File: src/rtl/c_style_lexical_tokenizer_assert.svh
// assertion macros shared by the tokenizer rtl
// expects signals named clk and rst_n in the including module
`ifndef C_STYLE_LEXICAL_TOKENIZER_ASSERT_SVH
`define C_STYLE_LEXICAL_TOKENIZER_ASSERT_SVH

// same-cycle implication, checked outside reset
`define CSLT_ASSERT_IMPLY(label, ante, cons) \
    label: assert property (@(posedge clk) disable iff (!rst_n) (ante) |-> (cons)) \
        else $error("tokenizer check failed");

// next-cycle implication, checked outside reset
`define CSLT_ASSERT_NEXT(label, ante, cons) \
    label: assert property (@(posedge clk) disable iff (!rst_n) (ante) |=> (cons)) \
        else $error("tokenizer check failed");

`endif

File: src/rtl/cslt_pkg.sv
// types, constants and character-class helpers for the tokenizer
// no dependencies
`timescale 1ns / 1ps

package cslt_pkg;

    localparam int CSLT_TOKEN_LIMIT = 64;
    localparam int LEN_W            = 7;
    localparam int POS_W            = 16;
    localparam int FIFO_DEPTH       = 4;

    localparam logic [7:0] CH_PLUS  = 8'h2B;
    localparam logic [7:0] CH_MINUS = 8'h2D;
    localparam logic [7:0] CH_STAR  = 8'h2A;
    localparam logic [7:0] CH_SLASH = 8'h2F;
    localparam logic [7:0] CH_EQ    = 8'h3D;
    localparam logic [7:0] CH_LT    = 8'h3C;
    localparam logic [7:0] CH_GT    = 8'h3E;
    localparam logic [7:0] CH_PCT   = 8'h25;
    localparam logic [7:0] CH_UNDER = 8'h5F;
    localparam logic [7:0] CH_LF    = 8'h0A;

    typedef enum logic [2:0] {
        MODE_IDLE,
        MODE_IDENT,
        MODE_CONST,
        MODE_SLASH,
        MODE_LINE,
        MODE_BLOCK,
        MODE_BSTAR
    } cslt_mode_t;

    typedef enum logic [1:0] {
        KIND_IDENT,
        KIND_CONST,
        KIND_OPER
    } cslt_kind_t;

    typedef struct packed {
        cslt_kind_t         kind;
        logic [LEN_W-1:0]   length;
        logic               overflow;
        logic [POS_W-1:0]   start;
        logic [7:0]         opch;
        logic               last;
    } cslt_result_t;

    // up to two results written into the queue in the same cycle
    typedef struct packed {
        logic [1:0]   count;
        cslt_result_t slot0;
        cslt_result_t slot1;
    } cslt_push_t;

    function automatic logic is_letter(input logic [7:0] b);
        return ((b >= 8'h61) && (b <= 8'h7A)) || ((b >= 8'h41) && (b <= 8'h5A));
    endfunction

    function automatic logic is_digit(input logic [7:0] b);
        return (b >= 8'h30) && (b <= 8'h39);
    endfunction

    function automatic logic is_oper(input logic [7:0] b);
        return (b == CH_PLUS) || (b == CH_MINUS) || (b == CH_STAR) || (b == CH_SLASH) ||
               (b == CH_EQ) || (b == CH_LT) || (b == CH_GT) || (b == CH_PCT);
    endfunction

endpackage

File: src/rtl/cslt_lexer.sv
// input register and lexer state machine; forms up to two results per beat
// depends on cslt_pkg and the assertion macro header
`timescale 1ns / 1ps
`include "c_style_lexical_tokenizer_assert.svh"

module cslt_lexer
    import cslt_pkg::*;
#(
    parameter int TOKEN_LIMIT = CSLT_TOKEN_LIMIT
)
(
    input  logic       clk,
    input  logic       rst_n,
    input  logic       in_valid,
    output logic       in_ready,
    input  logic [7:0] text_byte,
    input  logic       end_of_text,
    input  logic       room,
    output cslt_push_t push
);

    localparam int CAP_INT = (TOKEN_LIMIT > 127) ? 127 : ((TOKEN_LIMIT < 1) ? 1 : TOKEN_LIMIT);
    localparam logic [LEN_W-1:0] CAP = LEN_W'(CAP_INT);

    logic             stage_valid_reg;
    logic [7:0]       byte_reg;
    logic             eot_reg;
    logic             fire;

    cslt_mode_t       mode_reg, mode_next;
    logic [LEN_W-1:0] run_len_reg, run_len_next;
    logic             run_ovf_reg, run_ovf_next;
    logic [POS_W-1:0] run_start_reg, run_start_next;
    logic [POS_W-1:0] byte_pos_reg, byte_pos_next;

    logic             flush_hit;
    logic             op_hit;
    logic             go_idle;
    cslt_result_t     flush_res;
    cslt_result_t     op_res;

    assign fire     = stage_valid_reg && room;
    assign in_ready = !stage_valid_reg || fire;

    always_ff @(posedge clk or negedge rst_n)
    begin
        if (!rst_n)
        begin
            stage_valid_reg <= 1'b0;
        end
        else if (in_valid && in_ready)
        begin
            stage_valid_reg <= 1'b1;
        end
        else if (fire)
        begin
            stage_valid_reg <= 1'b0;
        end
    end

    always_ff @(posedge clk)
    begin
        if (in_valid && in_ready)
        begin
            byte_reg <= text_byte;
            eot_reg  <= end_of_text;
        end
    end

    always_ff @(posedge clk or negedge rst_n)
    begin
        if (!rst_n)
        begin
            mode_reg      <= MODE_IDLE;
            run_len_reg   <= '0;
            run_ovf_reg   <= 1'b0;
            run_start_reg <= '0;
            byte_pos_reg  <= '0;
        end
        else
        begin
            mode_reg      <= mode_next;
            run_len_reg   <= run_len_next;
            run_ovf_reg   <= run_ovf_next;
            run_start_reg <= run_start_next;
            byte_pos_reg  <= byte_pos_next;
        end
    end

    // token that is open before this byte, as it would be reported
    always_comb
    begin
        flush_res          = '0;
        flush_res.start    = run_start_reg;
        flush_res.length   = run_len_reg;
        flush_res.overflow = run_ovf_reg;
        flush_res.kind     = KIND_IDENT;
        if (mode_reg == MODE_CONST)
        begin
            flush_res.kind = KIND_CONST;
        end
        else if (mode_reg == MODE_SLASH)
        begin
            flush_res.kind     = KIND_OPER;
            flush_res.length   = LEN_W'(1);
            flush_res.overflow = 1'b0;
            flush_res.opch     = CH_SLASH;
        end
        op_res          = '0;
        op_res.kind     = KIND_OPER;
        op_res.length   = LEN_W'(1);
        op_res.start    = byte_pos_reg;
        op_res.opch     = byte_reg;
    end

    always_comb
    begin
        mode_next      = mode_reg;
        run_len_next   = run_len_reg;
        run_ovf_next   = run_ovf_reg;
        run_start_next = run_start_reg;
        byte_pos_next  = byte_pos_reg;
        flush_hit      = 1'b0;
        op_hit         = 1'b0;
        go_idle        = 1'b0;
        if (fire)
        begin
            if (eot_reg)
            begin
                flush_hit = (mode_reg == MODE_IDENT) || (mode_reg == MODE_CONST) ||
                            (mode_reg == MODE_SLASH);
                mode_next      = MODE_IDLE;
                run_len_next   = '0;
                run_ovf_next   = 1'b0;
                run_start_next = '0;
                byte_pos_next  = '0;
            end
            else
            begin
                byte_pos_next = byte_pos_reg + POS_W'(1);
                unique case (mode_reg)
                    MODE_IDENT:
                    begin
                        if (is_letter(byte_reg) || is_digit(byte_reg) || (byte_reg == CH_UNDER))
                        begin
                            if (run_len_reg < CAP)
                                run_len_next = run_len_reg + LEN_W'(1);
                            else
                                run_ovf_next = 1'b1;
                        end
                        else
                        begin
                            flush_hit = 1'b1;
                            go_idle   = 1'b1;
                        end
                    end
                    MODE_CONST:
                    begin
                        if (is_digit(byte_reg))
                        begin
                            if (run_len_reg < CAP)
                                run_len_next = run_len_reg + LEN_W'(1);
                            else
                                run_ovf_next = 1'b1;
                        end
                        else
                        begin
                            flush_hit = 1'b1;
                            go_idle   = 1'b1;
                        end
                    end
                    MODE_SLASH:
                    begin
                        priority if (byte_reg == CH_SLASH)
                            mode_next = MODE_LINE;
                        else if (byte_reg == CH_STAR)
                            mode_next = MODE_BLOCK;
                        else
                        begin
                            flush_hit = 1'b1;
                            go_idle   = 1'b1;
                        end
                    end
                    MODE_LINE:
                    begin
                        if (byte_reg == CH_LF)
                            mode_next = MODE_IDLE;
                    end
                    MODE_BLOCK:
                    begin
                        if (byte_reg == CH_STAR)
                            mode_next = MODE_BSTAR;
                    end
                    MODE_BSTAR:
                    begin
                        priority if (byte_reg == CH_SLASH)
                            mode_next = MODE_IDLE;
                        else if (byte_reg != CH_STAR)
                            mode_next = MODE_BLOCK;
                    end
                    default:
                    begin
                        go_idle = 1'b1;
                    end
                endcase
                if (go_idle)
                begin
                    mode_next = MODE_IDLE;
                    priority if (byte_reg == CH_SLASH)
                    begin
                        mode_next      = MODE_SLASH;
                        run_start_next = byte_pos_reg;
                    end
                    else if (is_letter(byte_reg) || (byte_reg == CH_UNDER))
                    begin
                        mode_next      = MODE_IDENT;
                        run_len_next   = LEN_W'(1);
                        run_ovf_next   = 1'b0;
                        run_start_next = byte_pos_reg;
                    end
                    else if (is_digit(byte_reg))
                    begin
                        mode_next      = MODE_CONST;
                        run_len_next   = LEN_W'(1);
                        run_ovf_next   = 1'b0;
                        run_start_next = byte_pos_reg;
                    end
                    else if (is_oper(byte_reg))
                    begin
                        op_hit = 1'b1;
                    end
                end
            end
        end
    end

    always_comb
    begin
        push.count      = 2'({1'b0, flush_hit} + {1'b0, op_hit});
        push.slot0      = flush_hit ? flush_res : op_res;
        push.slot0.last = !(flush_hit && op_hit);
        push.slot1      = op_res;
        push.slot1.last = 1'b1;
    end

    `CSLT_ASSERT_IMPLY(a_run_len_in_range,
        (mode_reg == MODE_IDENT) || (mode_reg == MODE_CONST),
        (run_len_reg != '0) && (run_len_reg <= CAP))
    `CSLT_ASSERT_IMPLY(a_ovf_only_at_cap,
        run_ovf_reg && ((mode_reg == MODE_IDENT) || (mode_reg == MODE_CONST)),
        run_len_reg == CAP)
    `CSLT_ASSERT_IMPLY(a_pair_ends_with_oper,
        push.count == 2'd2,
        (push.slot1.kind == KIND_OPER) && !push.slot0.last)
    `CSLT_ASSERT_NEXT(a_eot_restarts_offset,
        fire && eot_reg,
        (byte_pos_reg == '0) && (mode_reg == MODE_IDLE))

endmodule

File: src/rtl/cslt_result_fifo.sv
// small result queue: up to two writes and one read per cycle
// depends on cslt_pkg and the assertion macro header
`timescale 1ns / 1ps
`include "c_style_lexical_tokenizer_assert.svh"

module cslt_result_fifo
    import cslt_pkg::*;
(
    input  logic         clk,
    input  logic         rst_n,
    input  cslt_push_t   push,
    output logic         room,
    output logic         out_valid,
    input  logic         out_ready,
    output cslt_result_t head
);

    localparam int PTR_W = $clog2(FIFO_DEPTH);
    localparam int CNT_W = $clog2(FIFO_DEPTH + 1);

    cslt_result_t     mem [FIFO_DEPTH];
    logic [PTR_W-1:0] wr_ptr_reg, wr_ptr_next;
    logic [PTR_W-1:0] rd_ptr_reg, rd_ptr_next;
    logic [CNT_W-1:0] count_reg, count_next;
    logic             pop;

    assign out_valid = (count_reg != '0);
    assign pop       = out_valid && out_ready;
    assign room      = (count_reg <= CNT_W'(FIFO_DEPTH - 2));
    assign head      = mem[rd_ptr_reg];

    always_comb
    begin
        wr_ptr_next = wr_ptr_reg + PTR_W'(push.count);
        rd_ptr_next = rd_ptr_reg + PTR_W'(pop);
        count_next  = count_reg + CNT_W'(push.count) - CNT_W'(pop);
    end

    always_ff @(posedge clk or negedge rst_n)
    begin
        if (!rst_n)
        begin
            wr_ptr_reg <= '0;
            rd_ptr_reg <= '0;
            count_reg  <= '0;
        end
        else
        begin
            wr_ptr_reg <= wr_ptr_next;
            rd_ptr_reg <= rd_ptr_next;
            count_reg  <= count_next;
        end
    end

    always_ff @(posedge clk)
    begin
        if (push.count != 2'd0)
        begin
            mem[wr_ptr_reg] <= push.slot0;
        end
        if (push.count == 2'd2)
        begin
            mem[wr_ptr_reg + PTR_W'(1)] <= push.slot1;
        end
    end

    `CSLT_ASSERT_IMPLY(a_count_bounded, 1'b1, count_reg <= CNT_W'(FIFO_DEPTH))
    `CSLT_ASSERT_IMPLY(a_push_fits,
        push.count != 2'd0,
        (count_reg + CNT_W'(push.count)) <= CNT_W'(FIFO_DEPTH))
    `CSLT_ASSERT_NEXT(a_pop_only_drains,
        pop && (push.count == 2'd0),
        count_reg == $past(count_reg) - CNT_W'(1))

endmodule

File: src/rtl/c_style_lexical_tokenizer.sv
// a beat waits in the input register until the queue has room, then is lexed into the queue
// throughput: one text byte per cycle while the queue has room; a byte that closes a token
//   and is itself an operator gives two results, which leave in order through the four-entry queue
// reset: rst_n asynchronous active low; lexer returns to idle at offset 0, queue empties
// top level: input register + lexer state machine, then the result queue
`timescale 1ns / 1ps

module c_style_lexical_tokenizer
    import cslt_pkg::*;
#(
    // tokens longer than this, clamped to 1..127, report the cap and set length_overflow
    parameter int TOKEN_LIMIT = CSLT_TOKEN_LIMIT
)
(
    input  logic             clk,
    input  logic             rst_n,

    // text channel: one source byte or an end-of-text marker per beat
    input  logic             in_valid,
    output logic             in_ready,
    input  logic [7:0]       text_byte,
    input  logic             end_of_text,

    // token channel: one reported token per beat
    output logic             out_valid,
    input  logic             out_ready,
    output logic [1:0]       token_kind,
    output logic [LEN_W-1:0] token_length,
    output logic             length_overflow,
    output logic [POS_W-1:0] start_offset,
    output logic [7:0]       operator_char,
    output logic             last_of_run
);

    cslt_push_t   push;
    cslt_result_t head;
    logic         room;

    // lexer holds the byte in its input register until the queue can take
    // both results that the byte might produce; only then does the mode,
    // run length, run start and byte position advance
    cslt_lexer #(
        .TOKEN_LIMIT (TOKEN_LIMIT)
    ) u_lexer (
        .clk         (clk),
        .rst_n       (rst_n),
        .in_valid    (in_valid),
        .in_ready    (in_ready),
        .text_byte   (text_byte),
        .end_of_text (end_of_text),
        .room        (room),
        .push        (push)
    );

    // result queue parts the text side from the token side, so a stalled
    // consumer stops the next byte only once fewer than two queue entries are free
    cslt_result_fifo u_fifo (
        .clk       (clk),
        .rst_n     (rst_n),
        .push      (push),
        .room      (room),
        .out_valid (out_valid),
        .out_ready (out_ready),
        .head      (head)
    );

    // head of the queue drives the token ports directly
    assign token_kind      = head.kind;
    assign token_length    = head.length;
    assign length_overflow = head.overflow;
    assign start_offset    = head.start;
    assign operator_char   = head.opch;
    assign last_of_run     = head.last;

endmodule

File: config.mk
export PLATFORM = sky130hd
export DESIGN_NAME = c_style_lexical_tokenizer
export DESIGN_NICKNAME = d
export VERILOG_FILES = /design/src/rtl/cslt_pkg.sv /design/src/rtl/cslt_lexer.sv /design/src/rtl/cslt_result_fifo.sv /design/src/rtl/c_style_lexical_tokenizer.sv
export VERILOG_INCLUDE_DIRS = /design/src /design/src/rtl
export SDC_FILE = /design/constraint.sdc
export NUM_CORES = 1
export LEC_CHECK = 0
export ABC_AREA = 1
export BUFFER_PORTS_ARGS = -buffer_cell sky130_fd_sc_hd__buf_2
export CORE_AREA = 8 8 172 174
export CTS_BUF_LIST = sky130_fd_sc_hd__clkbuf_4 sky130_fd_sc_hd__clkbuf_8
export DETAILED_ROUTE_END_ITERATION = 7
export DIE_AREA = 0 0 180 182
export PLACE_DENSITY = 0.65
export SKIP_LAST_GASP = 1
export SYNTH_ARGS = -nofsm -noshare
export SYNTH_HDL_FRONTEND = slang
export SYNTH_SLANG_ARGS = --single-unit
File: constraint.sdc
create_clock -name clk -period 3.4 [get_ports clk]
set_input_delay 0.17 -clock clk [delete_from_list [all_inputs] [get_ports clk]]
set_output_delay 0.17 -clock clk [all_outputs]
set_load 0.05 [all_outputs]
==> results.toml, run 1 <==
[synthesis]
ys.flop_type = "edfxtp_1"
synth_warnings = 0
synth_area_leaders = "edfxtp_1 30%, nand2_1 14%, dfrtp_1 12%"
synth.top_cells.by_count = "388 x nand2_1, 130 x nor2_1, 120 x nand3_1, 105 x edfxtp_1, 104 x o21ai_0"
synth_edf_count = 105
synth-seq-area-share = 0.503
yosysMostFrequentCell = "nand2_1"
syn_avg_cell_area_um2 = 8.11
synth_seq_cells = 200
yosysUniqueCellTypes = 46
synth_area_um2 = 10600
yosys.area.top_type = "edfxtp_1"
ys_async_sr_fraction = 0.255
synthCells = 1301
syn-num-nets = 1324
synth_top_area_frac = 0.299

[timing]
finalCritPeriodShare = 0.943
finalCriticalPeriod_ns = 3.21
skew_ns = 0.0193
finalHoldViolCount = 0
fin_setup_tns_ns = 0
final-max-slew-violation-count = 0
holdWs_ns = 0.198
worst_slew_pin_slew_ns = 0.981
setup_viol = 0
relSlewSlack = 0.346
fmax_mhz = 312

[drt]
wl_met2_um = 13600
wl_per_cell_um = 17.2
m1WireLength_um = 13400
drtIter0Drc = 800
viasPerCell = 5.25
wl_met3_um = 2020
maxUsedRoutingLayer = "met4"
dr.pass1.iters = 5
vias = 9025
wl_um = 29500
postRouteAntennaNets = 0
drc = 0

[floorplan]
die-area_um2 = 32800
placementRows = 60
core-area_um2 = 26700
die_h_um = 182
num_io_pins = 50
initial_core_util = 0.396
die_w_um = 180

[final_layout]
largest_reg_flops = 140
utilization = 0.447
syn_to_final_growth_pct = 12.8
antenna_cells = 0
finish.instance_area_um2 = 11900
drive_above_1_share = 0.149
fin_cells = 1719
layout.nets = 1388

[worst_setup_path]
crit_type = "flop to flop"
arrival_ns = 3.57
crit_fanout = 10
cp_data_required_time_ns = 3.76
critPathLaunchType = "flop"
rrSetupSlack_ns = 0.19
setup.worst_path.end_class = "flop"

[global_routing]
antenna_found_initial = 0
grt_usage = 0.181
grt_pass1_vias = 8718
overflow = 0
grt_pass1_wl_um = 47900
grt_max_degree = 72

[hold_path]
hold_class = "input port to async pin"

[power]
max-vdd-ir-drop_mv = 0.359
p_per_area_nw_per_um2 = 752
leakage_nw = 5.10

[status]
status = "finished clean"

[placed_design]
placed_area_um2 = 11200
dpl.hpwl_um = 20300
gp_congestion = 0.905
dp_cells = 1663
portBuffers = 49

[job]
maxCapViolCount = 0

[clocking]
cts_buffer_depth = 2
root_buffer = "clkbuf_8"
cts.sinks = 200
cts_tree = "done"
path_clk_slew_ns = 0.12
htree_levels = 4
cts_made_buffers = 17
clk_latency_ns = 0.48
-- report_power, final --
group / total, mW / internal (mW) / switching [mW]
Combinational: 4.41 / 1.10 / 3.32
Sequential: 2.98 / 2.77 / 0.210
Clock: 1.56 / 0.627 / 0.935
-- worst max-delay path, cell delays in order, from the launching register on --
cell,delay [ns]
edfxtp_1,0.47
nand2_1,0.19
nand2_1,0.07
inv_1,0.05
nand2_1,0.05
nand2_2,0.11
nand2_4,0.11
a21oi_4,0.24
nand3_4,0.11
nand2_1,0.11
inv_1,0.06
ha_1,0.29
inv_1,0.05
ha_1,0.26
inv_1,0.05
ha_1,0.12
inv_1,0.05
fa_1,0.40
xnor2_2,0.15
xor2_1,0.14
-- layout make-up --
class	count	area [um2]
inverters	101	382
clock inverters	14	164
repair buffers	108	744
multi-input cells	937	4630
clock buffers	18	241
well taps	341	427
flip-flops and latches	200	5310
fillers	2528	14700
-- what timing repair did --
| action | in CTS | in global routing |
|---|---|---|
| setup endpoints to repair | 1 | 113 |
| buffers inserted | 1 | 12 |
| pin swaps | 0 | 5 |
| resized for setup | 1 | 13 |
| endpoints found under the hold margin | 27 | 0 |
| hold buffers | 11 | 0 |
-- cells by family after synthesis --
group                    Yosys count  share of synthesized area
AND/OR/NAND/NOR                  713                      0.300
AO/OA/AOI/OAI                    202                      0.108
flip-flops                       200                      0.503
buffers and inverters            164                     0.0656
XOR/XNOR                          12                    0.00996
adder cells (fa/ha/maj)           10                     0.0126
-- metrics by stage --
stage	setup WS, ns	total power, mW
after floorplan	0.0525	6.18
final	0.195	8.96
after CTS	0.000969	8.90
after global placement	0.0450	7.30
after detailed placement	-0.0276	7.33
after global routing	-0.0130	9.46
-- worst paths after layout --
| path | to | start | cells after the start |
|---|---|---|---|
| max | u_fifo.count_reg[2] | u_lexer.byte_reg[2] | 19 |
| max reg2reg | u_fifo.count_reg[2] | u_lexer.byte_reg[2] | 19 |
| max in group asynchronous | u_lexer.mode_reg[1] | rst_n | 3 |
| min in group clk | u_fifo.rd_ptr_reg[0] | out_ready | 3 |
| min reg2reg | u_fifo.mem[1][33] | u_fifo.mem[1][33] | 2 |
| min | u_lexer.run_start_reg[2] | rst_n | 2 |
-- metal layers --
layer / vias up / global-route usage
met5: - / 0
met4: 0 / 0.0517
met3: 44 / 0.0279
met2: 349 / 0.295
met1: 4198 / 0.245
li1: 4434 / -
-- cell usage in the layout, fill, tap and decap left out, drive strengths merged, types with 2 or more instances in the layout --
cell,synthesis,final
nand2,411,411
nor2,137,137
nand3,124,124
o21ai,116,116
inv,99,106
edfxtp,105,105
buf,17,97
dfrtp,51,51
dfxtp,44,44
a21oi,42,42
o22ai,35,35
nor3,19,19
clkbuf,46,18
xor2,11,11
dlygate4sd3,0,11
nand4,9,9
ha,9,9
clkinv,2,6
or2,5,5
nand3b,4,4
nor4,3,3
a211oi,2,2
a21boi,2,2
o31ai,2,2
clkinvlp,0,2
Power figures use the tool's default switching activity.
==> run 2: changes to the inputs <==
CORE_AREA = 8 8 155 193   (was 8 8 172 174)
DIE_AREA = 0 0 163 201   (was 0 0 180 182)
SETUP_SLACK_MARGIN = 0.15   (was unset)
==> results.toml, run 2 (synthesized netlist as in run 1, its figures left out) <==
[global_routing]
antenna_found_initial = 0
grt_pass1_vias = 9141
grt_max_degree = 39
overflow = 0
grt_usage = 0.184
grt_pass1_wl_um = 48000

[clocking]
root_buffer = "clkbuf_8"
htree_levels = 4
cts_tree = "done"
cts.sinks = 200
path_clk_slew_ns = 0.11
clk_latency_ns = 0.47
cts_buffer_depth = 2
cts_made_buffers = 17

[final_layout]
layout_common_cells = "378 x nand2_1, 128 x nor2_1, 120 x nand3_1, 105 x edfxtp_1, 104 x o21ai_0"
syn_to_final_growth_pct = 14.4
antenna_cells = 0
largest_reg_flops = 140
drive_above_1_share = 0.166
final_common_cell = "nand2_1"
layout.nets = 1400

[placed_design]
gp_congestion = 0.898
portBuffers = 49
dpl.hpwl_um = 19400
dp_worst_setup_slack_ns = 0.0539

[timing]
final-max-slew-violation-count = 0
finalCritPeriodShare = 0.921
relSlewSlack = 0.399
skew_ns = 0.0176
fin_setup_tns_ns = 0
finalCriticalPeriod_ns = 3.13
fmax_mhz = 319
setup_viol = 0
worst_slew_pin_slew_ns = 0.902
finalHoldViolCount = 0
rsz0062_at_grt = "true"
setup_ws_ns = 0.269

[drt]
postRouteAntennaNets = 0
dr.pass1.iters = 5
vias = 9315
wl_per_cell_um = 17.3
drc = 0
viasPerCell = 5.37
wl_um = 30000
drtIter0Drc = 846

[status]
status = "finished clean"

[worst_setup_path]
setup.worst_path.start = "u_lexer.byte_reg[7]"
rr_startpoint = "u_lexer.byte_reg[7]"
crit_fanout = 5
arrival_ns = 3.49
critPathLaunchType = "flop"
crit_type = "flop to flop"
setup.worst_path.end_class = "flop"
rrSetupSlack_ns = 0.27
cp_data_required_time_ns = 3.76
r2r_cells = 20
r2r_end = "u_fifo.count_reg[2]"

[floorplan]
core-area_um2 = 26700
placementRows = 67
die-area_um2 = 32800
die_h_um = 201
num_io_pins = 50
die_w_um = 163
initial_core_util = 0.396

[power]
p_per_area_nw_per_um2 = 750
leakage_nw = 5.16
max-vdd-ir-drop_mv = 0.375

[hold_path]
hold_class = "input port to async pin"

[job]
maxCapViolCount = 0
==> run 2: cell count changes in the layout (fill, tap and decap cells not counted), moves of 2 or more <==
cell	change
buf_4	+8
inv_1	-5
clkinv_2	+4
inv_2	+4
nand2_1	-4
nand2_4	+4
buf_6	+3
ha_1	-3
ha_4	+3
clkinv_8	-2
clkinvlp_4	-2
nor3_2	+2
nor3_4	-2
==> run 2: layer usage <==
layer / wire, um / global-route usage
met4: 837 / 0.0745
met5: 0 / 0
met1: 12300 / 0.220
met2: 15200 / 0.320
met3: 1650 / 0.0279
==> run 2: layout make-up <==
class / count / area (um2)
Clock inverter: 15 / 166
Sequential cell: 200 / 5310
Clock buffer: 17 / 234
Fill cell: 2580 / 14600
Tap cell: 345 / 432
Inverter: 101 / 384
Timing Repair Buffer: 120 / 858
Multi-Input combinational cell: 937 / 4690
==> run 2: how the worst max path moves through the flow <==
stage	endpoint	slack [ns]
4_1_cts	u_fifo.count_reg[2]	0.15
5_1_grt	u_fifo.count_reg[2]	0.13
2_1_floorplan	u_fifo.mem[0][5]	0.05
3_5_place_dp	u_fifo.count_reg[2]	0.05
3_3_place_gp	u_fifo.count_reg[2]	0.12
6_report	u_fifo.count_reg[2]	0.27
==> run 2: what timing repair did <==
item / in CTS / in global routing
setup buffers: 9 / 12
pin swaps: 3 / 12
gates resized for setup: 7 / 29
hold buffers: 11 / 0
cloned: 0 / 0
endpoints found under the setup margin: 4 / 162
hold endpoints to repair: 46 / 0
==> run 2: metrics by stage <==
stage	std cells	total power [mW]	utilization	hold WS [ns]	cell area, um2
2_1_floorplan	1301	6.18	-	-0.126	10600
3_3_place_gp	1671	7.32	0.423	0.342	11300
3_5_place_dp	1671	7.35	0.423	0.348	11300
4_1_cts	1723	8.94	0.446	0.343	11900
5_1_grt	1735	9.58	0.453	0.365	12100
6_report	1735	9.06	0.453	0.336	12100
==> run 2: worst max-delay path: stages (launching register included) <==
cell and delay (ns):
edfxtp_1 0.49, nor2_4 0.17, nand2_1 0.07, inv_1 0.06, nand2_1 0.05, nand2_2 0.12
nand2_4 0.10, a21oi_4 0.21, buf_6 0.13, nand3_4 0.06, nand2_4 0.08, inv_4 0.04
ha_4 0.26, inv_2 0.04, ha_4 0.23, inv_2 0.06, ha_4 0.11, inv_2 0.03
fa_2 0.39, xnor2_2 0.14, xor2_1 0.16
==> run 2: report_power, final <==
group          internal, mW  total [mW]  switching, mW
registers              2.77        3.03          0.252
logic                  1.17        4.47           3.30
clock network         0.674        1.56          0.887
total                  4.61        9.06           4.44
==> run 3: changes to the inputs <==
ABC_AREA = unset   (was 1)
CORE_AREA = 8 8 153 191   (was 8 8 155 193)
DIE_AREA = 0 0 161 199   (was 0 0 163 201)
==> results.toml, run 3 <==
[placed_design]
portBuffers = 49
dp_worst_setup_slack_ns = 0.112
gp_congestion = 0.847
dpl.hpwl_um = 17400
dp_cells = 1264

[clocking]
clk_latency_ns = 0.48
cts.sinks = 200
root_buffer = "clkbuf_8"
path_clk_slew_ns = 0.10
htree_levels = 4
cts_tree = "done"
cts_made_buffers = 17
cts_buffer_depth = 2

[power]
p_per_area_nw_per_um2 = 723
leakage_nw = 4.19
max-vdd-ir-drop_mv = 0.343
p_total_mw = 8.47

[worst_setup_path]
slowest_stage = "edfxtp_1"
r2r_cells = 12
setup.worst_path.end_class = "flop"
arrival_ns = 3.33
cp_data_required_time_ns = 3.62
rrSetupSlack_ns = 0.29
rr_startpoint = "u_lexer.byte_reg[3]"
endpoint = "u_fifo.mem[3][13]"
crit_fanout = 16
r2r_end = "u_fifo.mem[3][13]"
worstSetupPathDepth = 12
worstPathCellList = "buf_6, and3b_2, nand3_1, a21oi_2, o221a_1, nor2_4, inv_2, ha_4, and3b_1, buf_4, and3_4, a221o_1"
crit_type = "flop to flop"
cp_num_buf_inv = 3
worst_path_largest_cell_delay_ns = 0.44
setup.worst_path.start = "u_lexer.byte_reg[3]"
critPathTopFamily = "simple AND/OR/NAND/NOR gates"
critPathLaunchType = "flop"

[final_layout]
fill_cells = 2459
drive_above_1_share = 0.223
fin_cells = 1314
syn_to_final_growth_pct = 14.0
layout.nets = 979
largest_reg_flops = 140
layout_common_cells = "130 x nand2_1, 105 x edfxtp_1, 85 x a21oi_1, 64 x a221o_1, 50 x dfrtp_1"
antenna_cells = 0
final_common_cell = "nand2_1"

[timing]
final-max-slew-violation-count = 0
setup_ws_ns = 0.294
finalHoldViolCount = 0
skew_ns = 0.0120
setup_viol = 0
fmax_mhz = 322
holdWs_ns = 0.115
rsz0062_at_grt = "false"
finalCriticalPeriod_ns = 3.11
relSlewSlack = 0.398
fin_setup_tns_ns = 0
worst_slew_pin_slew_ns = 0.903
finalCritPeriodShare = 0.914

[drt]
wl_per_cell_um = 20.9
drc = 0
dr.pass1.iters = 6
drtIter0Drc = 638
viasPerCell = 6.01
postRouteAntennaNets = 0
wl_um = 27500
vias = 7895

[synthesis]
synth_area_leaders = "edfxtp_1 31%, dfrtp_1 12%, dfxtp_1 8.6%"
yosys.area.top_type = "edfxtp_1"
ys.flop_type = "edfxtp_1"
yosysUniqueCellTypes = 64
ys_async_sr_fraction = 0.255
synth.top_cells.by_count = "130 x nand2_1, 105 x edfxtp_1, 87 x a21oi_1, 78 x clkbuf_1, 64 x a221o_1"
synth-seq-area-share = 0.517
synth_top_area_frac = 0.307
yosysMostFrequentCell = "nand2_1"
synth_seq_cells = 200
synth_warnings = 0
synth_edf_count = 105
synthCells = 926
syn_avg_cell_area_um2 = 11.1
synth_area_um2 = 10300
syn-num-nets = 949

[floorplan]
die_h_um = 199
core-area_um2 = 26300
num_io_pins = 50
placementRows = 67
die_w_um = 161
die-area_um2 = 32000
initial_core_util = 0.390

[global_routing]
grt_pass1_vias = 7563
grt_pass1_wl_um = 43100
antenna_found_initial = 0
grt_usage = 0.171
grt_max_degree = 40
overflow = 0

[hold_path]
worstHoldStart = "out_ready"
hold_class = "input port to flop"

[job]
maxCapViolCount = 0

[status]
status = "finished clean"
-- run 3: cell types whose count changed after synthesis, moves of 19 or more --
cell      delta
a21oi_1     +46
a221o_1     +64
a32o_1      +45
clkbuf_1    +33
inv_1       -77
mux4_2      +35
nand2_1    -258
nand2_4     -19
nand3_1     -98
nor2_1      -92
o211ai_1    +20
o21ai_0     -88
o22ai_1     -34
-- run 3: layout make-up --
cell class	count	area (um2)	area share
Multi-Input combinational cell	604	4650	0.397
Timing Repair Buffer	115	880	0.0751
Clock buffer	19	262	0.0223
Inverter	18	82.6	0.00705
Clock inverter	13	97.6	0.00833
Tap cell	345	432	0.0369
Sequential cell	200	5310	0.454
-- run 3: worst register-to-register path, stage by stage (launching register included) --
cell and delay (ns):
edfxtp_1 0.44, buf_6 0.18, and3b_2 0.25, nand3_1 0.11, a21oi_2 0.22, o221a_1 0.27, nor2_4 0.06, inv_2 0.07
ha_4 0.19, and3b_1 0.25, buf_4 0.20, and3_4 0.28, a221o_1 0.33
-- run 3: worst min path at each step --
stage / cells after the start / slack, ns / endpoint
floorplan: 0 / -0.13 / u_fifo.count_reg[0]
global placement: 1 / 0.34 / u_lexer.run_len_reg[2]
detailed placement: 1 / 0.34 / u_lexer.run_len_reg[2]
CTS: 3 / 0.08 / u_fifo.rd_ptr_reg[0]
global route: 3 / 0.09 / u_fifo.rd_ptr_reg[0]
finish: 3 / 0.12 / u_fifo.rd_ptr_reg[0]
-- run 3: metal layers --
| metal | up-vias | share of wire | global-route usage |
|---|---|---|---|
| li1 | 3639 | - | - |
| met1 | 3933 | 0.41 | 0.206 |
| met2 | 293 | 0.52 | 0.308 |
| met3 | 30 | 0.060 | 0.0265 |
| met4 | 0 | 0.016 | 0.0522 |
| met5 | - | 0 | 0 |
-- run 3: stage by stage --
stage	utilization	area (um2)
floorplan	-	10400
global placement	0.422	11100
detailed placement	0.422	11100
CTS	0.440	11600
global route	0.445	11700
finish	0.445	11700
-- run 3: repair_timing --
item                                   CTS  global route
pin swaps                                0             7
resized for setup                        3            18
setup endpoints to repair               44           161
buffers inserted                         0             7
endpoints found under the hold margin   46             0
hold buffers                            11             0
-- run 3: kinds of logic after synthesis --
kind of cell               count (synthesis)  share of synthesized area
buffers and inverters                    122                     0.0499
AOI/OAI and AO/OA                        275                      0.205
xor gates and xnor gates                  18                     0.0153
muxes                                     39                     0.0808
DFF                                      200                      0.517
adders and majority gates                 10                     0.0129
and+or+nand+nor                          262                      0.119
-- run 3: where the power goes --
group / total (mW) / internal, mW / switching [mW]
Clock: 1.40 / 0.551 / 0.847
Combinational: 3.77 / 1.25 / 2.53
Sequential: 3.29 / 2.91 / 0.388
Total: 8.47 / 4.70 / 3.76
